`src/sv/checksummed_frame_deframer_unit_macros.svh`:
```
// assertion macros for the checksummed frame deframer
// used by the top level only, no other dependencies
`ifndef CHECKSUMMED_FRAME_DEFRAMER_UNIT_MACROS_SVH
`define CHECKSUMMED_FRAME_DEFRAMER_UNIT_MACROS_SVH

// same-cycle implication, off during reset
`define CFDU_ASSERT_IMP(label, clk, rst_n, ante, cons) \
  label: assert property (@(posedge clk) disable iff (!rst_n) (ante) |-> (cons)) \
    else $error("deframer check failed");

// next-cycle implication, off during reset
`define CFDU_ASSERT_NXT(label, clk, rst_n, ante, cons) \
  label: assert property (@(posedge clk) disable iff (!rst_n) (ante) |=> (cons)) \
    else $error("deframer check failed");

`endif

```
`src/sv/cfdu_pkg.sv`:
```
// shared types and constants for the checksummed frame deframer
// no dependencies
package cfdu_pkg;

  localparam logic [7:0]  HDR_A       = 8'hCA;
  localparam logic [7:0]  HDR_B       = 8'hFE;
  localparam logic [7:0]  TAIL_A      = 8'hEF;
  localparam logic [7:0]  TAIL_B      = 8'hAC;
  localparam logic [15:0] LIMIT_RESET = 16'd260;

  // one-hot parser modes
  typedef enum logic [9:0] {
    MODE_HDR1  = 10'b00_0000_0001,
    MODE_HDR2  = 10'b00_0000_0010,
    MODE_TYPE  = 10'b00_0000_0100,
    MODE_LEN0  = 10'b00_0000_1000,
    MODE_LEN1  = 10'b00_0001_0000,
    MODE_DATA  = 10'b00_0010_0000,
    MODE_SKIP  = 10'b00_0100_0000,
    MODE_SUM   = 10'b00_1000_0000,
    MODE_TAIL1 = 10'b01_0000_0000,
    MODE_TAIL2 = 10'b10_0000_0000
  } mode_t;

  typedef enum logic [2:0] {
    EV_NONE = 3'd0,
    EV_DATA = 3'd1,
    EV_GOOD = 3'd2,
    EV_CSUM = 3'd3,
    EV_TAIL = 3'd4,
    EV_HDR  = 3'd5
  } event_t;

  typedef struct packed {
    event_t      event_res;
    logic [7:0]  data_byte;
    logic [15:0] byte_index;
    logic [7:0]  frame_type;
    logic [15:0] frame_length;
    logic        too_long;
  } result_t;

endpackage

```
`src/sv/cfdu_in_stage.sv`:
```
// input register for received bytes
// depends on nothing but the clock and reset
module cfdu_in_stage (
  input  logic       clk,
  input  logic       rst_n,
  input  logic       in_tvalid,
  output logic       in_tready,
  input  logic [7:0] in_tdata,
  input  logic       pop,
  output logic       hold_valid,
  output logic [7:0] hold_byte
);

  logic       valid_r, valid_nxt;
  logic [7:0] byte_r;

  // free slot, or the held byte moves on this cycle
  assign in_tready = !valid_r || pop;

  always_comb begin
    valid_nxt = valid_r;
    if (in_tvalid && in_tready) begin
      valid_nxt = 1'b1;
    end else if (pop) begin
      valid_nxt = 1'b0;
    end
  end

  always_ff @(posedge clk) begin
    if (!rst_n) begin
      valid_r <= 1'b0;
    end else begin
      valid_r <= valid_nxt;
    end
  end

  always_ff @(posedge clk) begin
    if (in_tvalid && in_tready) begin
      byte_r <= in_tdata;
    end
  end

  assign hold_valid = valid_r;
  assign hold_byte  = byte_r;

endmodule

```
`src/sv/cfdu_parser.sv`:
```
// frame parser state and next-state logic, one byte per advance
// depends on cfdu_pkg
module cfdu_parser
  import cfdu_pkg::*;
(
  input  logic        clk,
  input  logic        rst_n,
  input  logic        adv,
  input  logic [7:0]  rx_byte,
  input  logic [15:0] size_limit,
  output result_t     res
);

  mode_t       mode_r, mode_nxt;
  logic [7:0]  sum_r, sum_nxt;
  logic [7:0]  type_r, type_nxt;
  logic [15:0] len_r, len_nxt;
  logic [15:0] cnt_r, cnt_nxt;
  logic        skip_r, skip_nxt;
  logic [15:0] cnt_inc;
  logic [15:0] len_full;
  event_t      ev;
  logic [7:0]  dat;
  logic [15:0] idx;

  assign cnt_inc  = 16'(cnt_r + 16'd1);
  assign len_full = {rx_byte, len_r[7:0]};

  always_comb begin
    mode_nxt = mode_r;
    type_nxt = type_r;
    len_nxt  = len_r;
    cnt_nxt  = cnt_r;
    skip_nxt = skip_r;
    ev       = EV_NONE;
    dat      = 8'd0;
    idx      = 16'd0;
    // checksum byte itself is not summed
    sum_nxt  = (mode_r != MODE_SUM) ? 8'(sum_r + rx_byte) : sum_r;

    case (mode_r)
      MODE_HDR1: begin
        if (rx_byte == HDR_A) begin
          sum_nxt  = HDR_A;
          mode_nxt = MODE_HDR2;
        end
      end
      MODE_HDR2: begin
        if (rx_byte == HDR_A) begin
          sum_nxt = HDR_A;
        end else if (rx_byte == HDR_B) begin
          mode_nxt = MODE_TYPE;
        end else begin
          ev       = EV_HDR;
          mode_nxt = MODE_HDR1;
        end
      end
      MODE_TYPE: begin
        type_nxt = rx_byte;
        mode_nxt = MODE_LEN0;
      end
      MODE_LEN0: begin
        len_nxt  = {8'd0, rx_byte};
        mode_nxt = MODE_LEN1;
      end
      MODE_LEN1: begin
        len_nxt = len_full;
        cnt_nxt = 16'd0;
        if (len_full == 16'd0) begin
          skip_nxt = 1'b0;
          mode_nxt = MODE_SUM;
        end else if (len_full < size_limit) begin
          skip_nxt = 1'b0;
          mode_nxt = MODE_DATA;
        end else begin
          skip_nxt = 1'b1;
          mode_nxt = MODE_SKIP;
        end
      end
      MODE_DATA: begin
        ev      = EV_DATA;
        dat     = rx_byte;
        idx     = cnt_r;
        cnt_nxt = cnt_inc;
        if (cnt_inc == len_r) begin
          mode_nxt = MODE_SUM;
        end
      end
      MODE_SKIP: begin
        cnt_nxt = cnt_inc;
        if (cnt_inc == len_r) begin
          mode_nxt = MODE_SUM;
        end
      end
      MODE_SUM: begin
        if (sum_r == rx_byte) begin
          mode_nxt = MODE_TAIL1;
        end else begin
          ev       = EV_CSUM;
          mode_nxt = MODE_HDR1;
        end
      end
      MODE_TAIL1: begin
        if (rx_byte == TAIL_A) begin
          mode_nxt = MODE_TAIL2;
        end else begin
          ev       = EV_TAIL;
          mode_nxt = MODE_HDR1;
        end
      end
      MODE_TAIL2: begin
        if (rx_byte == TAIL_B) begin
          ev       = EV_GOOD;
          mode_nxt = MODE_HDR2;
        end else begin
          ev       = EV_TAIL;
          mode_nxt = MODE_HDR1;
        end
      end
      default: begin
        mode_nxt = MODE_HDR1;
      end
    endcase
  end

  always_ff @(posedge clk) begin
    if (!rst_n) begin
      mode_r <= MODE_HDR2;
      sum_r  <= 8'd0;
      type_r <= 8'd0;
      len_r  <= 16'd0;
      cnt_r  <= 16'd0;
      skip_r <= 1'b0;
    end else if (adv) begin
      mode_r <= mode_nxt;
      sum_r  <= sum_nxt;
      type_r <= type_nxt;
      len_r  <= len_nxt;
      cnt_r  <= cnt_nxt;
      skip_r <= skip_nxt;
    end
  end

  // frame fields reflect the state after this byte
  always_comb begin
    res.event_res    = ev;
    res.data_byte    = dat;
    res.byte_index   = idx;
    res.frame_type   = type_nxt;
    res.frame_length = len_nxt;
    res.too_long     = skip_nxt;
  end

endmodule

```
`src/sv/cfdu_out_reg.sv`:
```
// result register on the output stream
// depends on cfdu_pkg
module cfdu_out_reg
  import cfdu_pkg::*;
(
  input  logic    clk,
  input  logic    rst_n,
  input  logic    load,
  input  result_t res,
  output logic    free,
  output logic    out_tvalid,
  input  logic    out_tready,
  output result_t held
);

  logic    valid_r, valid_nxt;
  result_t res_r;

  assign free = !valid_r || out_tready;

  always_comb begin
    valid_nxt = valid_r;
    if (load) begin
      valid_nxt = 1'b1;
    end else if (out_tready) begin
      valid_nxt = 1'b0;
    end
  end

  always_ff @(posedge clk) begin
    if (!rst_n) begin
      valid_r <= 1'b0;
    end else begin
      valid_r <= valid_nxt;
    end
  end

  always_ff @(posedge clk) begin
    if (load) begin
      res_r <= res;
    end
  end

  assign out_tvalid = valid_r;
  assign held       = res_r;

endmodule

```
`src/sv/checksummed_frame_deframer_unit.sv`:
```
// channel   | dir | payload
// in_*      | in  | tdata[7:0] rx_byte
// out_*     | out | tuser event_res; tdata byte_index, data_byte and frame fields
// cfg_*     | in  | apb register 0 at 0x0: size_limit[15:0]
//
// one byte per cycle sustained while out_tready accepts results; a result passes through the input register
// and then the result register before it shows on out_*, and a stalled output can hold it in between
// reset is synchronous, active low; parser waits for the second header byte, size_limit 260
// a stalled output holds one result and one more byte in the input register
// depends on cfdu_pkg, cfdu_in_stage, cfdu_parser, cfdu_out_reg and the macros header
`include "checksummed_frame_deframer_unit_macros.svh"

module checksummed_frame_deframer_unit
  import cfdu_pkg::*;
(
  input  logic        clk,
  input  logic        rst_n,
  input  logic        in_tvalid,
  output logic        in_tready,
  input  logic [7:0]  in_tdata,   // [7:0] rx_byte
  output logic        out_tvalid,
  input  logic        out_tready,
  output logic [55:0] out_tdata,  // [7:0] data_byte, [23:8] byte_index, [31:24] frame_type,
                                  // [47:32] frame_length, [48] too_long, [55:49] zero
  output logic [2:0]  out_tuser,  // [2:0] event_res
  input  logic        cfg_psel,
  input  logic        cfg_penable,
  input  logic        cfg_pwrite,
  input  logic [2:0]  cfg_paddr,
  input  logic [31:0] cfg_pwdata,
  output logic [31:0] cfg_prdata,
  output logic        cfg_pready
);

  logic        hold_valid;
  logic [7:0]  hold_byte;
  logic        out_free;
  logic        adv;
  logic [15:0] limit_r;
  logic        data_fields_ok;
  result_t     res;
  result_t     held;

  assign cfg_pready = 1'b1;
  assign cfg_prdata = (cfg_paddr[2] == 1'b0) ? {16'd0, limit_r} : 32'd0;

  always_ff @(posedge clk) begin
    if (!rst_n) begin
      limit_r <= LIMIT_RESET;
    end else if (cfg_psel && cfg_penable && cfg_pwrite && cfg_pready
                 && cfg_paddr[2] == 1'b0) begin
      limit_r <= cfg_pwdata[15:0];
    end
  end

  assign adv = hold_valid && out_free;

  cfdu_in_stage u_in (
    .clk        (clk),
    .rst_n      (rst_n),
    .in_tvalid  (in_tvalid),
    .in_tready  (in_tready),
    .in_tdata   (in_tdata),
    .pop        (adv),
    .hold_valid (hold_valid),
    .hold_byte  (hold_byte)
  );

  cfdu_parser u_parser (
    .clk        (clk),
    .rst_n      (rst_n),
    .adv        (adv),
    .rx_byte    (hold_byte),
    .size_limit (limit_r),
    .res        (res)
  );

  cfdu_out_reg u_out (
    .clk        (clk),
    .rst_n      (rst_n),
    .load       (adv),
    .res        (res),
    .free       (out_free),
    .out_tvalid (out_tvalid),
    .out_tready (out_tready),
    .held       (held)
  );

  assign out_tuser = held.event_res;
  assign out_tdata = {7'd0, held.too_long, held.frame_length, held.frame_type,
                      held.byte_index, held.data_byte};

  assign data_fields_ok = !held.too_long && (held.byte_index < held.frame_length);

  // payload bytes only come from frames within the limit, and index stays below length
  `CFDU_ASSERT_IMP(a_data_in_range, clk, rst_n, out_tvalid && out_tuser == EV_DATA, data_fields_ok)
  // a byte moving into the parser always lands in the result register
  `CFDU_ASSERT_NXT(a_adv_shows, clk, rst_n, adv, out_tvalid)
  // no event codes above header bad
  `CFDU_ASSERT_IMP(a_event_code, clk, rst_n, out_tvalid, out_tuser <= EV_HDR)

endmodule

```
`config.mk`:
```
export PLATFORM = sky130hd
export DESIGN_NAME = checksummed_frame_deframer_unit
export DESIGN_NICKNAME = d
export VERILOG_FILES = /design/src/sv/cfdu_pkg.sv /design/src/sv/cfdu_in_stage.sv /design/src/sv/cfdu_parser.sv /design/src/sv/cfdu_out_reg.sv /design/src/sv/checksummed_frame_deframer_unit.sv
export VERILOG_INCLUDE_DIRS = /design/src /design/src/sv
export SDC_FILE = /design/constraint.sdc
export NUM_CORES = 1
export LEC_CHECK = 0
export BUFFER_PORTS_ARGS = -buffer_cell sky130_fd_sc_hd__buf_2
export CORE_MARGIN = 1
export CORE_UTILIZATION = 60
export CTS_BUF_LIST = sky130_fd_sc_hd__clkbuf_4 sky130_fd_sc_hd__clkbuf_8 sky130_fd_sc_hd__clkbuf_16
export DETAILED_ROUTE_END_ITERATION = 8
export GPL_ROUTABILITY_DRIVEN = 0
export PLACE_DENSITY = 0.85
export SYNTH_ARGS = -nofsm -noshare
export SYNTH_HDL_FRONTEND = slang
export SYNTH_SLANG_ARGS = --single-unit
```
`constraint.sdc`:
```
create_clock -name clk -period 8.9 [get_ports clk]
set_input_delay 1.335 -clock clk [delete_from_list [all_inputs] [get_ports clk]]
set_output_delay 1.335 -clock clk [all_outputs]
set_load 0.02 [all_outputs]
```
### Word level (Yosys, flattened, before mapping)

Index checks and enable logic that the tools add are counted.

* bits in registers: 137
* input bits: 50
* output and inout bits: 94
* word-level logic and storage cells: 87

* add/subtract/negate cells: 2
* magnitude comparators: 1
* equality and inequality tests: 20
* muxes and demuxes: 30
* bitwise operators: 1
* reduce and logical (&&, ||, !) cells: 17

Operators by type and width (count)
* $pmux W10 S9: 1
* $pmux W16 S2: 2
* $mux W10: 5
* $eq A8 B8 Y1 const B: 4
* $mux W8: 4
* $add A16 B1 Y16 const B: 1
* $eq A16 B16 Y1: 1
* $logic_not A16 Y1: 1
* $lt A16 B16 Y1: 1
* $mux W16: 1
* $mux W3: 5
* $pmux W3 S5: 1
* $eq A10 B1 Y1 const B: 1
* $eq A10 B10 Y1 const B: 1
* $eq A10 B2 Y1 const B: 1
* $eq A10 B3 Y1 const B: 1
* $eq A10 B4 Y1 const B: 1
* $eq A10 B5 Y1 const B: 1
* $eq A10 B6 Y1 const B: 1
* $eq A10 B7 Y1 const B: 1
* $eq A10 B8 Y1 const B: 1
* $eq A10 B9 Y1 const B: 1
* $ne A10 B8 Y1 const B: 1
* $mux W9: 1
* other kinds (15): 32

### Depth between registers and ports, before layout

* depth in word-level cells: 6
* depth in mapped cells: 11
* mapped depth without buffers: 10

### By module

A second synthesis with hierarchy kept.

* cells, all modules: 783
* area, all modules: 7231.9 um^2

Modules (own cells, without submodules)
* cfdu_parser: instances 1, cells each 600, area each 4347.9 um^2, seq. area each 1181.1 um^2
* cfdu_out_reg: instances 1, cells each 56, area each 1610.3 um^2, seq. area each 1581.5 um^2
* checksummed_frame_deframer_unit: instances 1, cells each 114, area each 975.9 um^2, seq. area each 320.3 um^2
* cfdu_in_stage: instances 1, cells each 13, area each 297.8 um^2, seq. area each 260.2 um^2

### Least setup slack after synthesis

No wires, ideal clock.

* path kind: input-to-reg
* from: input out_tready
* to: register u_out.res_r, in the netlist u_out.held[0], enable pin
* library setup time: 0.436 ns
* arrival time: 3.637 ns
* required time: 8.464 ns
* slack: 4.827 ns
* stages: 5
* buffers on the path: 2
* path through: nor2b_1 -> nand2b_1 -> inv_1 -> clkbuf_1 -> buf_1

* longest elaborated chain between the ends: 2

Ends and longest elaborated chain
* start, declared: RTL line checksummed_frame_deframer_unit.sv:22 `input logic out_tready,`
* $logic_or A1 B1 Y1: RTL line cfdu_out_reg.sv:19 `assign free = !valid_r || out_tready;`
* $logic_and A1 B1 Y1: RTL line checksummed_frame_deframer_unit.sv:56 `assign adv = hold_valid && out_free;`
* net adv: RTL line checksummed_frame_deframer_unit.sv:38 `logic adv;`
* end signal, assigned: RTL line cfdu_out_reg.sv:40 `res_r <= res;`
* end, declared: RTL line cfdu_out_reg.sv:17 `result_t res_r;`

The timed path passes the listed nets, and every way through them passes these cells.
A chain may end at the register's enable or synchronous reset.

### Final worst setup path

* from: register u_parser.cnt_r[0]
* to: register u_parser.mode_r[1]

* longest elaborated chain between the ends: 4

Ends and longest elaborated chain
* start, declared: RTL line cfdu_parser.sv:18 `logic [15:0] cnt_r, cnt_nxt;`
* start signal, assigned: RTL line cfdu_parser.sv:139 `cnt_r <= cnt_nxt;`
* $add A16 B1 Y16: RTL line cfdu_parser.sv:26 `assign cnt_inc = 16'(cnt_r + 16'd1);`
* $eq A16 B16 Y1: RTL line cfdu_parser.sv:85, cfdu_parser.sv:91
* $ne A2 B1 Y1 (no source line)
* $reduce_and A4 Y1 (no source line)
* end signal, assigned: RTL line cfdu_parser.sv:135 `mode_r <= mode_nxt;`
* end, declared: RTL line cfdu_parser.sv:14 `mode_t mode_r, mode_nxt;`

No other way between the ends.

==> impl_results.md <==
- Outcome: complete, no violations
- Post-synth cell types: 64
- Final setup TNS: 0 ns
- Most common cell after layout, fill and taps aside: buf_2
- Iteration-0 DRC Markers: 536
- Fmax: 0.2922 GHz
- GRT Overall Usage: 0.2947
- Syn avg cell area: 9.524 um2
- Critical R2R Launch: u_parser.cnt_r[0]
- Post-synthesis register bit count: 137
- Post-CTS Hold Buffers: 0
- I/O pin count: 144
- Area Growth Syn to Fin: 14.96%
- Placement Cell Area: 7465 um2
- Hold Path Origin: limit_r[5]
- Initial Util: 0.6147
- Clock Latency Late Sink: 0.42 ns
- Via density: 6.019
- Port bufs: 101
- Hold WS: 0.4527 ns
- CTS tree: built
- Crit path DAT: 3.73 ns
- Post-Synthesis Cell Area: 7019 um2
- Largest net degree at the start of global routing: 64
- Max Cap Viol: 0
- Total gr overflow: 0
- Worst setup SP type: register
- DR WL/cell: 17.44 um
- Register area share after synthesis: 0.4763
- Initial antenna violation count: 0
- Vias in the first global route: 5537
- Register area: 3343 um2
- Hold WC Path Type: reg -> reg
- Synth async-reset ratio: 0
- Cell Pwr Density: 191.7 nW/um2
- Antenna-violating nets left: 0
- Final Skew: 0.009196 ns
- # rows: 39
- Period minus WS final: 3.422 ns
- Pleak: 3.226 nW
- Worst-Margin Slew: 1.212 ns
- Antenna diode count: 0
- Relative slew slack: 0.1855
- Share of post-route cells with drive strength above 1: 0.1966
- Mapped Cells: 737
- Drt pass-1 iters: 5
- Pins Over Slew Limit: 0
- DRC: 0
- Global-route wire length before repair: 26960 um
- Longest Clk Path Bufs: 2
- Worst vdd ir: 0.1204 mV
- Hold Vio Cnt, Final: 0
- Most frequent cells in the layout: 101 x buf_2, 81 x nor2_1, 78 x nand2_1, 77 x dfxtp_1, 60 x edfxtp_1
- Setup Crit Path Kind: reg -> reg
- # setup viols final: 0
- Worst-case reg-to-reg path depth: 8
- DRT Wirelength: 17040 um
- Fin area: 8069 um2
- Fin worst setup slack: 5.478 ns
- Worst Setup SP: u_parser.cnt_r[0]
- Post-DP HPWL: 11080 um
- Synth warnings: 0
- R2R Path End: u_parser.mode_r[1]
- Ys flop type: dfxtp_1
- Fin crit share: 0.3845
- Worst Path Max Fanout: 9
- Die width: 110.2 um
- Reg2Reg Setup Slack: 5.48 ns
- Vias: 5881
- Nets: 895
- EDFF count, synth: 60
- Post-CTS Setup Repair Bufs: 0
- RSZ-0062 raised after global routing: false
- H-tree depth: 4
- CTS clk-pin slew, worst paths: 0.06 ns
- CP Capture Type: register
- # fillers: 833
- Crit path required time: 9.20 ns
- Clk sinks: 137
- Die area: 12140 um2
- Multi-input gate area: 3302 um2
- Critical path capture point: u_parser.mode_r[1]
- Post-CTS sizing: 0
- Die Ht: 110.2 um
- Place WS: 5.467 ns
- Clock root cell: clkbuf_16
- Core Area: 11420 um2
- Num CTS Buffers: 17
logic make-up after synthesis:
logic type	synth area share
AND/OR/NAND/NOR	0.2103
flip-flops	0.4763
AO/OA/AOI/OAI	0.1128
buffers and inverters	0.06684
multiplexers	0.04937
XOR/XNOR	0.03939
adder cells (fa/ha/maj)	0.04385
other	0.001070
stage by stage:
stage	utilization	total power, mW	cells
5_1_grt	0.7067	1.591	977
3_5_place_dp	0.6537	0.8407	945
4_1_cts	0.7067	1.547	977
3_3_place_gp	0.6537	0.8340	945
6_report	0.7067	1.547	977
2_1_floorplan	-	0.8082	759
sequential cells by signal (all words and copies together), names as in the netlist:
name and flops:
u_parser.cnt_r 16, u_parser.mode_r 10, u_in.hold_byte 8, u_parser.skip_r 1, u_parser.sum_r 8, limit_r 16, u_out.out_tvalid 1, u_in.hold_valid 1
u_parser.len_r 16, u_out.held 52, u_parser.type_r 8
synth_stat cells, drive strengths merged, types with 18 or more instances:
master  instances  area, um2
xnor2          19      166.4
nor3           26      135.1
clkbuf         31      127.6
nor2           81      304.0
dfxtp          77       1541
and2           27      170.2
nand2          78      292.8
edfxtp         60       1802
buf            32      244.0
mux2           18      206.4
inv            26      97.59
ha             23      287.8
a21oi          48      240.2
o21ai          20      100.1
worst max-delay path, cell delays in order, from the launching register on:
cell and delay [ns]:
dfxtp_1 0.49, ha_1 0.37, and3_1 0.33, and3_1 0.34, nand3_4 0.10, or3b_1 0.42
a2111oi_2 0.42, o21bai_1 0.41, mux2_4 0.42
metal layers:
| layer | up-vias | GRT usage | wire, um |
|---|---|---|---|
| met4 | 0 | 0.1588 | 554 |
| li1 | 2724 | - | - |
| met5 | - | 0 | 0 |
| met3 | 62 | 0.06584 | 1658 |
| met1 | 2728 | 0.3666 | 6706 |
| met2 | 367 | 0.4781 | 8123 |
power breakdown:
part | internal, mW | leakage [nW] | total (mW) | switching (mW)
clock | 0.452 | 0.284 | 0.715 | 0.264
sequential | 0.680 | 1.19 | 0.698 | 0.0180
combinational | 0.0452 | 1.75 | 0.134 | 0.0886
total | 1.18 | 3.23 | 1.55 | 0.370
cell type report:
class | instances | share of cell area
well taps | 143 | 0.02217
flip-flops and latches | 137 | 0.4143
repair buffers | 106 | 0.06730
inverters | 26 | 0.01209
multi-input cells | 533 | 0.4092
clock inverters | 12 | 0.01861
clock buffers | 20 | 0.05629
how the worst min path moves through the flow:
stage                         to  cells after the start  slack (ns)
2_1_floorplan  u_parser.sum_r[2]                      2        0.44
3_3_place_gp         limit_r[13]                      2        0.44
3_5_place_dp         limit_r[12]                      2        0.45
4_1_cts              limit_r[12]                      2        0.46
5_1_grt               limit_r[5]                      2        0.47
6_report              limit_r[5]                      2        0.45
(Power assumes the default switching activity.)
